<file path="src/hw/rtl/gg_pkg.sv">
package gg_pkg;

  localparam int TABLE_DEPTH_DEF = 8;

  localparam logic [7:0]  OWN_ID_RESET = 8'd0;
  localparam logic [16:0] LIMIT_RESET  = 17'd32000;

  // register index as decoded from paddr[2]
  localparam logic REG_OWN_ID = 1'b0;
  localparam logic REG_LIMIT  = 1'b1;

  typedef enum logic [2:0] {
    ACT_DELIVER = 3'd0,
    ACT_FORWARD = 3'd1,
    ACT_NOROUTE = 3'd2,
    ACT_ADDED   = 3'd3,
    ACT_IGNORED = 3'd4
  } act_t;

  typedef enum logic [1:0] {
    ST_IDLE,
    ST_SCAN,
    ST_DRAIN,
    ST_FINISH
  } state_t;

  typedef struct packed {
    logic [7:0] id;
    logic [7:0] x;
    logic [7:0] y;
  } entry_t;

  typedef struct packed {
    logic        valid;
    logic        last;
    logic [7:0]  id;
    logic [16:0] sq_dist;
  } dist_res_t;

  typedef struct packed {
    logic       func;
    logic [7:0] beacon_id;
    logic [7:0] beacon_x;
    logic [7:0] beacon_y;
    logic [7:0] dest_x;
    logic [7:0] dest_y;
    logic [7:0] source_id;
    logic [7:0] target_id;
  } item_t;

  typedef struct packed {
    act_t        action;
    logic [7:0]  next_hop;
    logic [15:0] delivered_total;
    logic [15:0] local_forward_total;
    logic [15:0] remote_forward_total;
  } result_t;

  typedef struct packed {
    logic [7:0]  own_id;
    logic [16:0] distance_limit;
  } cfg_t;

endpackage

</file>
<file path="src/hw/rtl/greedy_geo_forwarder.sv">
// Channel   Dir  tdata fields (low bit up)                            tuser
// s_*       in   beacon_id, beacon_x, beacon_y, dest_x, dest_y,        func
//                source_id, target_id (56 bits)
// m_*       out  next_hop, delivered_total, local_forward_total,       action
//                remote_forward_total (56 bits)
// APB       in   0x0 own_id (8 bits), 0x4 distance_limit (17 bits)
//
// One item at a time. Local delivery, or any item with an empty table, goes
// from idle straight to the final state, which loads the output register;
// otherwise the item passes n table reads for n stored neighbours, the
// distance stage, a drain state and the final state.
// Table writes happen only in the final cycle, after all reads of the item.
// Reset (rst, synchronous) empties the table and clears the counters.
// A result waiting on m_tready holds the block in its final cycle.
module greedy_geo_forwarder import gg_pkg::*; #(
  parameter int TABLE_DEPTH = TABLE_DEPTH_DEF
) (
  input  logic        clk,
  input  logic        rst,
  input  logic        s_tvalid,
  output logic        s_tready,
  input  logic [55:0] s_tdata,  // beacon_id, beacon_x, beacon_y, dest_x, dest_y,
                                // source_id, target_id
  input  logic        s_tuser,  // func
  output logic        m_tvalid,
  input  logic        m_tready,
  output logic [55:0] m_tdata,  // next_hop, delivered_total, local_forward_total,
                                // remote_forward_total
  output logic [2:0]  m_tuser,  // action
  input  logic        psel,
  input  logic        penable,
  input  logic        pwrite,
  input  logic [2:0]  paddr,
  input  logic [31:0] pwdata,
  output logic [31:0] prdata,
  output logic        pready
);

  localparam int AW = $clog2(TABLE_DEPTH);

  cfg_t          cfg;
  item_t         s_item;
  result_t       m_res;
  logic          rd_en;
  logic [AW-1:0] rd_addr;
  entry_t        rd_data;
  logic          wr_en;
  logic [AW-1:0] wr_addr;
  entry_t        wr_data;
  logic          p1_valid;
  logic          p1_last;
  logic [7:0]    dest_x;
  logic [7:0]    dest_y;
  dist_res_t     dres;

  assign pready = 1'b1;

  always_ff @(posedge clk) begin
    if (rst) begin
      cfg.own_id         <= OWN_ID_RESET;
      cfg.distance_limit <= LIMIT_RESET;
    end else if (psel && penable && pwrite && pready) begin
      case (paddr[2])
        REG_OWN_ID: cfg.own_id         <= pwdata[7:0];
        REG_LIMIT:  cfg.distance_limit <= pwdata[16:0];
        default: ;
      endcase
    end
  end

  always_comb begin
    case (paddr[2])
      REG_OWN_ID: prdata = {24'd0, cfg.own_id};
      REG_LIMIT:  prdata = {15'd0, cfg.distance_limit};
      default:    prdata = 32'd0;
    endcase
  end

  assign s_item.func      = s_tuser;
  assign s_item.beacon_id = s_tdata[7:0];
  assign s_item.beacon_x  = s_tdata[15:8];
  assign s_item.beacon_y  = s_tdata[23:16];
  assign s_item.dest_x    = s_tdata[31:24];
  assign s_item.dest_y    = s_tdata[39:32];
  assign s_item.source_id = s_tdata[47:40];
  assign s_item.target_id = s_tdata[55:48];

  assign m_tuser = m_res.action;
  assign m_tdata = {m_res.remote_forward_total, m_res.local_forward_total,
                    m_res.delivered_total, m_res.next_hop};

  gg_ctrl #(.DEPTH(TABLE_DEPTH)) u_ctrl (
    .clk      (clk),
    .rst      (rst),
    .cfg      (cfg),
    .s_valid  (s_tvalid),
    .s_ready  (s_tready),
    .s_item   (s_item),
    .m_valid  (m_tvalid),
    .m_ready  (m_tready),
    .m_res    (m_res),
    .rd_en    (rd_en),
    .rd_addr  (rd_addr),
    .wr_en    (wr_en),
    .wr_addr  (wr_addr),
    .wr_data  (wr_data),
    .p1_valid (p1_valid),
    .p1_last  (p1_last),
    .dest_x   (dest_x),
    .dest_y   (dest_y),
    .dres     (dres)
  );

  gg_table #(.DEPTH(TABLE_DEPTH)) u_table (
    .clk     (clk),
    .rd_en   (rd_en),
    .rd_addr (rd_addr),
    .rd_data (rd_data),
    .wr_en   (wr_en),
    .wr_addr (wr_addr),
    .wr_data (wr_data)
  );

  gg_dist u_dist (
    .clk      (clk),
    .rst      (rst),
    .in_valid (p1_valid),
    .in_last  (p1_last),
    .entry    (rd_data),
    .dest_x   (dest_x),
    .dest_y   (dest_y),
    .res      (dres)
  );

endmodule

</file>
<file path="src/hw/rtl/gg_table.sv">
module gg_table import gg_pkg::*; #(
  parameter int DEPTH = TABLE_DEPTH_DEF,
  localparam int AW = $clog2(DEPTH)
) (
  input  logic          clk,
  input  logic          rd_en,
  input  logic [AW-1:0] rd_addr,
  output entry_t        rd_data,
  input  logic          wr_en,
  input  logic [AW-1:0] wr_addr,
  input  entry_t        wr_data
);

  entry_t mem [DEPTH];

  always_ff @(posedge clk) begin
    if (wr_en) begin
      mem[wr_addr] <= wr_data;
    end
  end

  always_ff @(posedge clk) begin
    if (rd_en) begin
      rd_data <= mem[rd_addr];
    end
  end

endmodule

</file>
<file path="src/hw/rtl/gg_dist.sv">
module gg_dist import gg_pkg::*; (
  input  logic       clk,
  input  logic       rst,
  input  logic       in_valid,
  input  logic       in_last,
  input  entry_t     entry,
  input  logic [7:0] dest_x,
  input  logic [7:0] dest_y,
  output dist_res_t  res
);

  logic [7:0]  ax;
  logic [7:0]  ay;
  logic [15:0] sx;
  logic [15:0] sy;

  always_comb begin
    ax = (entry.x > dest_x) ? (entry.x - dest_x) : (dest_x - entry.x);
    ay = (entry.y > dest_y) ? (entry.y - dest_y) : (dest_y - entry.y);
    sx = {8'd0, ax} * {8'd0, ax};
    sy = {8'd0, ay} * {8'd0, ay};
  end

  always_ff @(posedge clk) begin
    if (rst) begin
      res.valid <= 1'b0;
    end else begin
      res.valid <= in_valid;
    end
    res.last <= in_last;
    res.id   <= entry.id;
    // full 17-bit sum, max 2*255^2
    res.sq_dist <= {1'b0, sx} + {1'b0, sy};
  end

endmodule

</file>
<file path="src/hw/rtl/gg_ctrl.sv">
module gg_ctrl import gg_pkg::*; #(
  parameter int DEPTH = TABLE_DEPTH_DEF,
  localparam int AW = $clog2(DEPTH),
  localparam int CW = $clog2(DEPTH + 1)
) (
  input  logic          clk,
  input  logic          rst,
  input  cfg_t          cfg,
  input  logic          s_valid,
  output logic          s_ready,
  input  item_t         s_item,
  output logic          m_valid,
  input  logic          m_ready,
  output result_t       m_res,
  output logic          rd_en,
  output logic [AW-1:0] rd_addr,
  output logic          wr_en,
  output logic [AW-1:0] wr_addr,
  output entry_t        wr_data,
  output logic          p1_valid,
  output logic          p1_last,
  output logic [7:0]    dest_x,
  output logic [7:0]    dest_y,
  input  dist_res_t     dres
);

  state_t      state;
  state_t      state_next;
  item_t       item;
  logic [AW-1:0] rd_idx;
  logic [CW-1:0] count;
  logic [16:0] best;
  logic [7:0]  hop;
  logic        found;
  logic        dup;
  logic [15:0] delivered;
  logic [15:0] local_fwd;
  logic [15:0] remote_fwd;

  logic        accept;
  logic        rd_last;
  logic        fin_go;
  logic        is_local;
  logic        adjacent;
  logic        full;
  logic        add;
  result_t     res_next;

  assign accept   = s_valid && s_ready;
  assign rd_last  = (CW'(rd_idx) == (count - CW'(1)));
  assign is_local = item.func && (item.target_id == cfg.own_id);
  // no wrap at either end of the id range
  assign adjacent = ({1'b0, item.beacon_id} == ({1'b0, cfg.own_id} + 9'd1)) ||
                    (({1'b0, item.beacon_id} + 9'd1) == {1'b0, cfg.own_id});
  assign full     = (count == CW'(DEPTH));
  assign add      = !item.func && !dup && adjacent && !full;

  assign rd_addr  = rd_idx;
  assign dest_x   = item.dest_x;
  assign dest_y   = item.dest_y;
  assign wr_en    = fin_go && add;
  assign wr_addr  = count[AW-1:0];
  assign wr_data  = '{id: item.beacon_id, x: item.beacon_x, y: item.beacon_y};

  always_ff @(posedge clk) begin
    if (rst) begin
      state <= ST_IDLE;
    end else begin
      state <= state_next;
    end
  end

  always_comb begin
    state_next = state;
    s_ready    = 1'b0;
    rd_en      = 1'b0;
    fin_go     = 1'b0;
    case (state)
      ST_IDLE: begin
        s_ready = 1'b1;
        if (s_valid) begin
          if ((s_item.func && (s_item.target_id == cfg.own_id)) || (count == '0)) begin
            state_next = ST_FINISH;
          end else begin
            state_next = ST_SCAN;
          end
        end
      end
      ST_SCAN: begin
        rd_en = 1'b1;
        if (rd_last) begin
          state_next = ST_DRAIN;
        end
      end
      ST_DRAIN: begin
        if (dres.valid && dres.last) begin
          state_next = ST_FINISH;
        end
      end
      ST_FINISH: begin
        // hold the result until the output register is free
        if (!m_valid || m_ready) begin
          fin_go     = 1'b1;
          state_next = ST_IDLE;
        end
      end
      default: begin
        state_next = ST_IDLE;
      end
    endcase
  end

  always_comb begin
    res_next.action               = ACT_IGNORED;
    res_next.next_hop             = 8'd0;
    res_next.delivered_total      = delivered;
    res_next.local_forward_total  = local_fwd;
    res_next.remote_forward_total = remote_fwd;
    if (!item.func) begin
      res_next.action = add ? ACT_ADDED : ACT_IGNORED;
    end else if (is_local) begin
      res_next.action          = ACT_DELIVER;
      res_next.delivered_total = delivered + 16'd1;
    end else if (found) begin
      res_next.action   = ACT_FORWARD;
      res_next.next_hop = hop;
      if (item.source_id == cfg.own_id) begin
        res_next.local_forward_total = local_fwd + 16'd1;
      end else begin
        res_next.remote_forward_total = remote_fwd + 16'd1;
      end
    end else begin
      res_next.action = ACT_NOROUTE;
    end
  end

  always_ff @(posedge clk) begin
    if (rst) begin
      count      <= '0;
      delivered  <= '0;
      local_fwd  <= '0;
      remote_fwd <= '0;
      m_valid    <= 1'b0;
      p1_valid   <= 1'b0;
    end else begin
      p1_valid <= rd_en;
      if (fin_go) begin
        m_valid    <= 1'b1;
        delivered  <= res_next.delivered_total;
        local_fwd  <= res_next.local_forward_total;
        remote_fwd <= res_next.remote_forward_total;
        if (add) begin
          count <= count + CW'(1);
        end
      end else if (m_ready) begin
        m_valid <= 1'b0;
      end
    end
  end

  always_ff @(posedge clk) begin
    p1_last <= rd_en && rd_last;
    if (fin_go) begin
      m_res <= res_next;
    end
    if (accept) begin
      item   <= s_item;
      best   <= cfg.distance_limit;
      hop    <= 8'd0;
      found  <= 1'b0;
      dup    <= 1'b0;
      rd_idx <= '0;
    end else begin
      if (rd_en) begin
        rd_idx <= rd_idx + AW'(1);
      end
      if (dres.valid) begin
        if (dres.id == item.beacon_id) begin
          dup <= 1'b1;
        end
        // strict compare keeps the earliest entry on a tie
        if (dres.sq_dist < best) begin
          best  <= dres.sq_dist;
          hop   <= dres.id;
          found <= 1'b1;
        end
      end
    end
  end

endmodule

</file>
<file path="config.mk">
export PLATFORM = sky130hd
export DESIGN_NAME = greedy_geo_forwarder
export DESIGN_NICKNAME = d
export VERILOG_FILES = /design/src/hw/rtl/gg_pkg.sv /design/src/hw/rtl/greedy_geo_forwarder.sv /design/src/hw/rtl/gg_table.sv /design/src/hw/rtl/gg_dist.sv /design/src/hw/rtl/gg_ctrl.sv
export SDC_FILE = /design/constraint.sdc
export NUM_CORES = 1
export LEC_CHECK = 0
export BUFFER_PORTS_ARGS = -buffer_cell sky130_fd_sc_hd__buf_4
export CAP_MARGIN = 10
export CORE_MARGIN = 3
export CORE_UTILIZATION = 35
export CTS_CLUSTER_DIAMETER = 60
export DETAILED_ROUTE_END_ITERATION = 10
export GPL_ROUTABILITY_DRIVEN = 0
export MAX_ROUTING_LAYER = met4
export PLACE_DENSITY = 0.63
export SKIP_LAST_GASP = 1
export SYNTH_ARGS = -nofsm -noshare
export SYNTH_HDL_FRONTEND = slang
export SYNTH_SLANG_ARGS = --single-unit
</file>
<file path="constraint.sdc">
create_clock -name clk -period 8.7 [get_ports clk]
set_clock_uncertainty 0.05 [all_clocks]
set_input_delay 1.74 -clock clk [delete_from_list [all_inputs] [get_ports clk]]
set_output_delay 1.74 -clock clk [all_outputs]
set_load 0.01 [all_outputs]
</file>
==> qor.yml, run 1 <==
outcome:
  outcome: "completed"
clock_tree:
  clockBufferDepth: 3
  cts.sinks: 471
  clk_pin_slew_ns: 0.06
  clk_root_buffer_cell: "clkbuf_16"
  htreeDepth: 2
  cts_tree: "done"
  cts_resized: 0
  clk_latency_ns: 0.61
  numCtsBuffers: 52
  post_cts_buffers: 0
  hold_buffers: 0
timing:
  max_slew_margin: 0.3215
  finalMaxSlewViolations: 0
  finalHoldViolations: 0
  period_share: 0.9303
  rsz0062_at_grt: "no"
  finalSetupViolCount: 0
  tightest_slew_ns: 1.018
  max_freq_mhz: 123.6
  timing.final.ws_setup_ns: 0.6065
  period_needed_ns: 8.093
  fin_setup_tns_ns: 0
critical_path:
  crit_fanout: 8
  crit_buf_inv: 3
  cpPeakStageDelay_ns: 0.57
  crit_top_cell: "fa_1"
  startpoint_type: "flip-flop"
  critPathTopFamily: "adder cells"
  crit_type: "reg2reg"
  cp_slowest_cell: "o31ai_2"
  worst_ep_required_time_ns: 9.17
  arrival_ns: 8.56
  end_kind: "flip-flop"
final_layout:
  fin_nets: 2335
  fill_cells: 6019
  final_cell_mix: "edfxtp_1, buf_4, nand2_1, inv_1, nor2_1"
  layout_commonest_cell: "edfxtp_1"
  syn2layout_area_growth_pct: 16.83
  drive_gt1_frac: 0.1826
die:
  row_count: 94
  dieArea_um2: 70930
  core_area_um2: 66450
  initial_core_util: 0.3569
  io_pins: 193
  die_h_um: 266.3
  die_w_um: 266.3
route:
  dr.pass1.iters: 5
  vias: 14380
  antenna_left: 0
  drt_drc_violations_left: 0
  wl_per_cell_um: 17.79
  drt-initial-drc-count: 918
  vias_per_cell: 4.866
  routed_wl_um: 52560
synthesis:
  ys_ff_latch: 471
  syn_avg_cell_area_um2: 12.61
  syn_inst: 1881
  yosysWarnings: 0
  syn-cell-area_um2: 23720
  synth_sequential_area_ratio: 0.5448
  ys.flop_type: "edfxtp_1"
  synth-edff-count: 349
  synth_cell_types: 74
  async_flop_share: 0
global_route:
  grt-ovfl-total: 0
  grt_pass1_vias: 14840
  grt_start_max_net_pins: 84
  grt_antenna_before_repair: 5
  track_usage: 0.1500
  grt_pass1_wl_um: 81320
placement:
  dp_slack_ns: 0.5808
  numPortBuffers: 159
  dp_hpwl_um: 37190
min_path:
  hold_class: "reg2reg"
flow_run:
  drv_cap: 0
## through the flow
| stage | cells | hold slack [ns] | utilization | area (um2) |
|---|---|---|---|---|
| after floorplan | 1895 | 0.2596 | - | 23770 |
| after global placement | 2854 | 0.2612 | 0.3889 | 25840 |
| after detailed placement | 2854 | 0.2775 | 0.3889 | 25840 |
| after CTS | 2950 | 0.2907 | 0.4167 | 27690 |
| after global routing | 2955 | 0.2900 | 0.4170 | 27710 |
| final | 2955 | 0.2872 | 0.4170 | 27710 |
## routing by layer
| metal | global-route usage | wire [um] | vias up |
|---|---|---|---|
| met5 | - | 0 | - |
| met4 | 0.04668 | 1479 | 0 |
| met3 | 0.02078 | 2349 | 91 |
| met2 | 0.2564 | 26150 | 342 |
| met1 | 0.1849 | 22580 | 7104 |
| li1 | - | - | 6843 |
## state kept, by name, summed over array words and instances (netlist names), 3 cells and up
signal / flops
u_ctrl.dest_x: 8
u_ctrl.remote_fwd: 16
u_ctrl.rd_addr: 3
u_ctrl.local_fwd: 16
u_ctrl.delivered: 16
u_ctrl.hop: 8
u_ctrl.best: 17
u_table.mem: 192
u_ctrl.m_res: 59
u_dist.res: 27
u_ctrl.wr_data: 24
u_ctrl.count: 4
u_ctrl.dest_y: 8
u_ctrl.item: 17
cfg: 25
u_table.rd_data: 24
## cell usage after synthesis (15+ instances only)
| cell type | instances | area [um2] |
|---|---|---|
| xnor2_1 | 95 | 832.1 |
| nor3_1 | 18 | 90.09 |
| dfxtp_1 | 122 | 2442 |
| mux2i_1 | 21 | 210.2 |
| a21oi_1 | 62 | 310.3 |
| nand3_1 | 36 | 180.2 |
| nand2_1 | 179 | 671.9 |
| buf_4 | 17 | 127.6 |
| mux4_2 | 48 | 1081 |
| and3_1 | 15 | 93.84 |
| fa_1 | 80 | 1602 |
| inv_1 | 173 | 649.4 |
| xor2_1 | 64 | 560.5 |
| or3_1 | 16 | 100.1 |
| clkbuf_1 | 46 | 172.7 |
| nand4_1 | 26 | 162.7 |
| and2_1 | 29 | 181.4 |
| o21ai_0 | 27 | 135.1 |
| mux2_2 | 38 | 427.9 |
| edfxtp_1 | 349 | 10480 |
| ha_1 | 111 | 1389 |
| nor2_1 | 140 | 525.5 |
## area by class of cell
| cell class | count | area (um2) | share of cell area |
|---|---|---|---|
| Antenna cell | 4 | 10.01 | 0.0003612 |
| Clock buffer | 68 | 1434 | 0.05175 |
| Clock inverter | 28 | 416.7 | 0.01504 |
| Inverter | 175 | 659.4 | 0.02380 |
| Multi-Input combinational cell | 1162 | 9808 | 0.3540 |
| Sequential cell | 471 | 12930 | 0.4665 |
| Tap cell | 864 | 1081 | 0.03901 |
| Timing Repair Buffer | 183 | 1374 | 0.04958 |
## cells by family after synthesis
logic type,share of synthesized area
simple gates,0.1060
compound gates,0.04384
other cells,0.0003166
xor+xnor,0.06008
flops,0.5448
mux,0.07295
buf+inv,0.04589
fa+ha+maj,0.1261
## final timing paths
kind | cells after the start | end | startpoint | slack (ns)
worst max-delay path | 26 | u_dist.res[15]$_DFF_P_ | u_table.rd_data[10]$_DFFE_PP_ | 0.61
worst min-delay path | 0 | u_dist.res[21]$_DFF_P_ | u_table.rd_data[20]$_DFFE_PP_ | 0.29
worst max register to register | 26 | u_dist.res[15]$_DFF_P_ | u_table.rd_data[10]$_DFFE_PP_ | 0.61
worst min register to register | 0 | u_dist.res[21]$_DFF_P_ | u_table.rd_data[20]$_DFFE_PP_ | 0.29
Power of run 1 is left out: the tool's default activity adds up to more than one toggle a clock period on the data nets, which glitch-free logic cannot reach.
==> run 2: changes to the inputs <==
==> constraint.sdc (replaced) <==
create_clock -name clk -period 8.7 [get_ports clk]
set_clock_uncertainty 0.05 [all_clocks]
set_input_delay 0.87 -clock clk [delete_from_list [all_inputs] [get_ports clk]]
set_output_delay 0.87 -clock clk [all_outputs]
set_load 0.01 [all_outputs]
==> run 2 against run 1 <==
Compared with the run above: register-to-register slack worse by 0.08 ns; sequential share of layout area increased by 0.091 points; final area shrank 0.19%.
==> qor.yml, run 2 (same netlist as run 1, synthesis figures left out) <==
clock_tree:
  htreeDepth: 2  # unchanged
  cts.sinks: 471  # unchanged
  clk_root_buffer_cell: "clkbuf_16"
  clk_pin_slew_ns: 0.06  # about the same
  cts_tree: "done"
  numCtsBuffers: 52  # unchanged
  clk_latency_ns: 0.64  # +0.03 ns
  hold_buffers: 0  # unchanged
  clockBufferDepth: 3  # unchanged
timing:
  finalMaxSlewViolations: 0  # unchanged
  holdWs_ns: 0.2883  # +0.001109 ns
  rsz0062_at_grt: "no"
  finalHoldViolations: 0  # unchanged
  max_freq_mhz: 122.3  # -0.98%
  finalSetupViolCount: 0  # unchanged
  period_share: 0.9395  # +0.009204
  fin_setup_tns_ns: 0  # unchanged
  period_needed_ns: 8.174  # +0.08007 ns
  tightest_slew_ns: 0.9732  # -0.04452 ns
  max_slew_margin: 0.3462  # +0.02469
route:
  vias_per_cell: 4.877  # +0.21%
  wl_per_cell_um: 17.74  # -0.27%
  met2_length_um: 26240  # +0.36%
  drt-met1-wl_um: 22650  # +0.32%
  dr.pass1.iters: 5  # unchanged
  wl_met3_um: 2090  # -11%
  highest_layer: "met4"
  vias: 14420  # +0.24%
  drt-initial-drc-count: 1081  # +18%
  routed_wl_um: 52430  # -0.24%
  drt_drc_violations_left: 0  # unchanged
  antenna_left: 0  # unchanged
placement:
  dp_hpwl_um: 37240  # +0.13%
  numPortBuffers: 159  # unchanged
die:
  io_pins: 193  # unchanged
  row_count: 94  # unchanged
  dieArea_um2: 70930  # unchanged
  core_area_um2: 66450  # unchanged
  die_w_um: 266.3  # unchanged
  die_h_um: 266.3  # unchanged
  initial_core_util: 0.3569  # unchanged
outcome:
  outcome: "completed"
critical_path:
  end_kind: "flip-flop"
  startpoint_type: "flip-flop"
  arrival_ns: 8.62  # +0.06 ns
  worst_ep_required_time_ns: 9.14  # -0.03 ns
  crit_fanout: 16  # +8
  crit_type: "reg2reg"
final_layout:
  largest-register: "u_table.mem"
  multi_input_area_um2: 9817  # about the same
  fin_nets: 2336  # +0.043%
  ff_latch_area_um2: 12930  # unchanged
  fill_cells: 6072  # +0.88%
  largest_reg_flops: 192  # unchanged
  syn2layout_area_growth_pct: 16.60
  final_cell_mix: "edfxtp_1, buf_4, nand2_1, inv_1, nor2_1"
  largestRegisters: "u_table.mem x192, u_ctrl.m_res x59, u_dist.res x27"
  layout_commonest_cell: "edfxtp_1"
  drive_gt1_frac: 0.1815  # -0.001045
global_route:
  grt_start_max_net_pins: 84  # unchanged
  track_usage: 0.1522  # +0.002163
  grt_pass1_wl_um: 82610  # +1.6%
  grt_antenna_before_repair: 4  # -1
  grt_pass1_vias: 15020  # +1.2%
  grt-ovfl-total: 0  # unchanged
min_path:
  hold_class: "reg2reg"
flow_run:
  drv_cap: 0  # unchanged
==> run 2: changes by cell type in the layout (fill, tap and decap cells not counted), sizes merged <==
cell    previous run  this run
buf              183       184
clkbuf            68        64
inv              179       178
clkinv            16        21
==> run 2: area by class of cell <==
class | count | area share
Timing Repair Buffer | 184 | 0.04995
Tap cell | 864 | 0.03909
Clock buffer | 64 | 0.04904
Multi-Input combinational cell | 1162 | 0.3550
Inverter | 175 | 0.02384
Antenna cell | 4 | 0.0003619
Sequential cell | 471 | 0.4674
Clock inverter | 32 | 0.01534
==> run 2: metal layers <==
layer | up-vias | global-route usage
met4 | 0 | 0.05246
met1 | 7166 | 0.1914
li1 | 6845 | -
met3 | 89 | 0.01801
met2 | 315 | 0.2555
met5 | - | -
==> run 2: stage by stage <==
step	instances	cell area, um2	setup slack (ns)	utilization
after floorplan	1895	23770	1.324	-
after global placement	2855	25850	0.6286	0.3890
after detailed placement	2855	25850	0.4579	0.3890
after CTS	2951	27630	0.4296	0.4158
after global routing	2956	27660	0.04974	0.4162
final	2956	27660	0.5265	0.4162
==> run 2: path summary, 6_finish.rpt <==
check / from / endpoint / slack [ns] / cells after the start
min reg2reg: u_ctrl.p1_last$_DFF_P_ / u_dist.res[25]$_DFF_P_ / 0.29 / 0
max reg2reg: u_ctrl.dest_y[3]$_DFFE_PP_ / u_dist.res[15]$_DFF_P_ / 0.53 / 26
max: u_ctrl.dest_y[3]$_DFFE_PP_ / u_dist.res[15]$_DFF_P_ / 0.53 / 26
min: u_ctrl.p1_last$_DFF_P_ / u_dist.res[25]$_DFF_P_ / 0.29 / 0
==> run 2: worst max-delay path, stage by stage, from the launching register on <==
cell	delay, ns
edfxtp_1	0.40
ha_1	0.41
a21oi_1	0.21
a21oi_1	0.14
o31ai_4	0.64
mux2_2	0.45
o41ai_1	0.25
a21boi_1	0.12
o221ai_2	0.44
nand2b_1	0.26
fa_1	0.43
inv_1	0.07
fa_1	0.42
fa_1	0.48
fa_1	0.53
fa_1	0.55
inv_1	0.06
fa_1	0.53
inv_1	0.04
ha_1	0.34
inv_1	0.07
o21bai_1	0.07
a21oi_1	0.23
o21ba_2	0.17
o21ai_0	0.13
o41ai_1	0.37
xnor2_1	0.17
==> run 2: what timing repair did <==
action,4_1_cts,5_1_grt
endpoints found under the setup margin,0,1
resized for setup,0,1
buffers inserted,0,0
Power of run 2 is left out for the same reason.
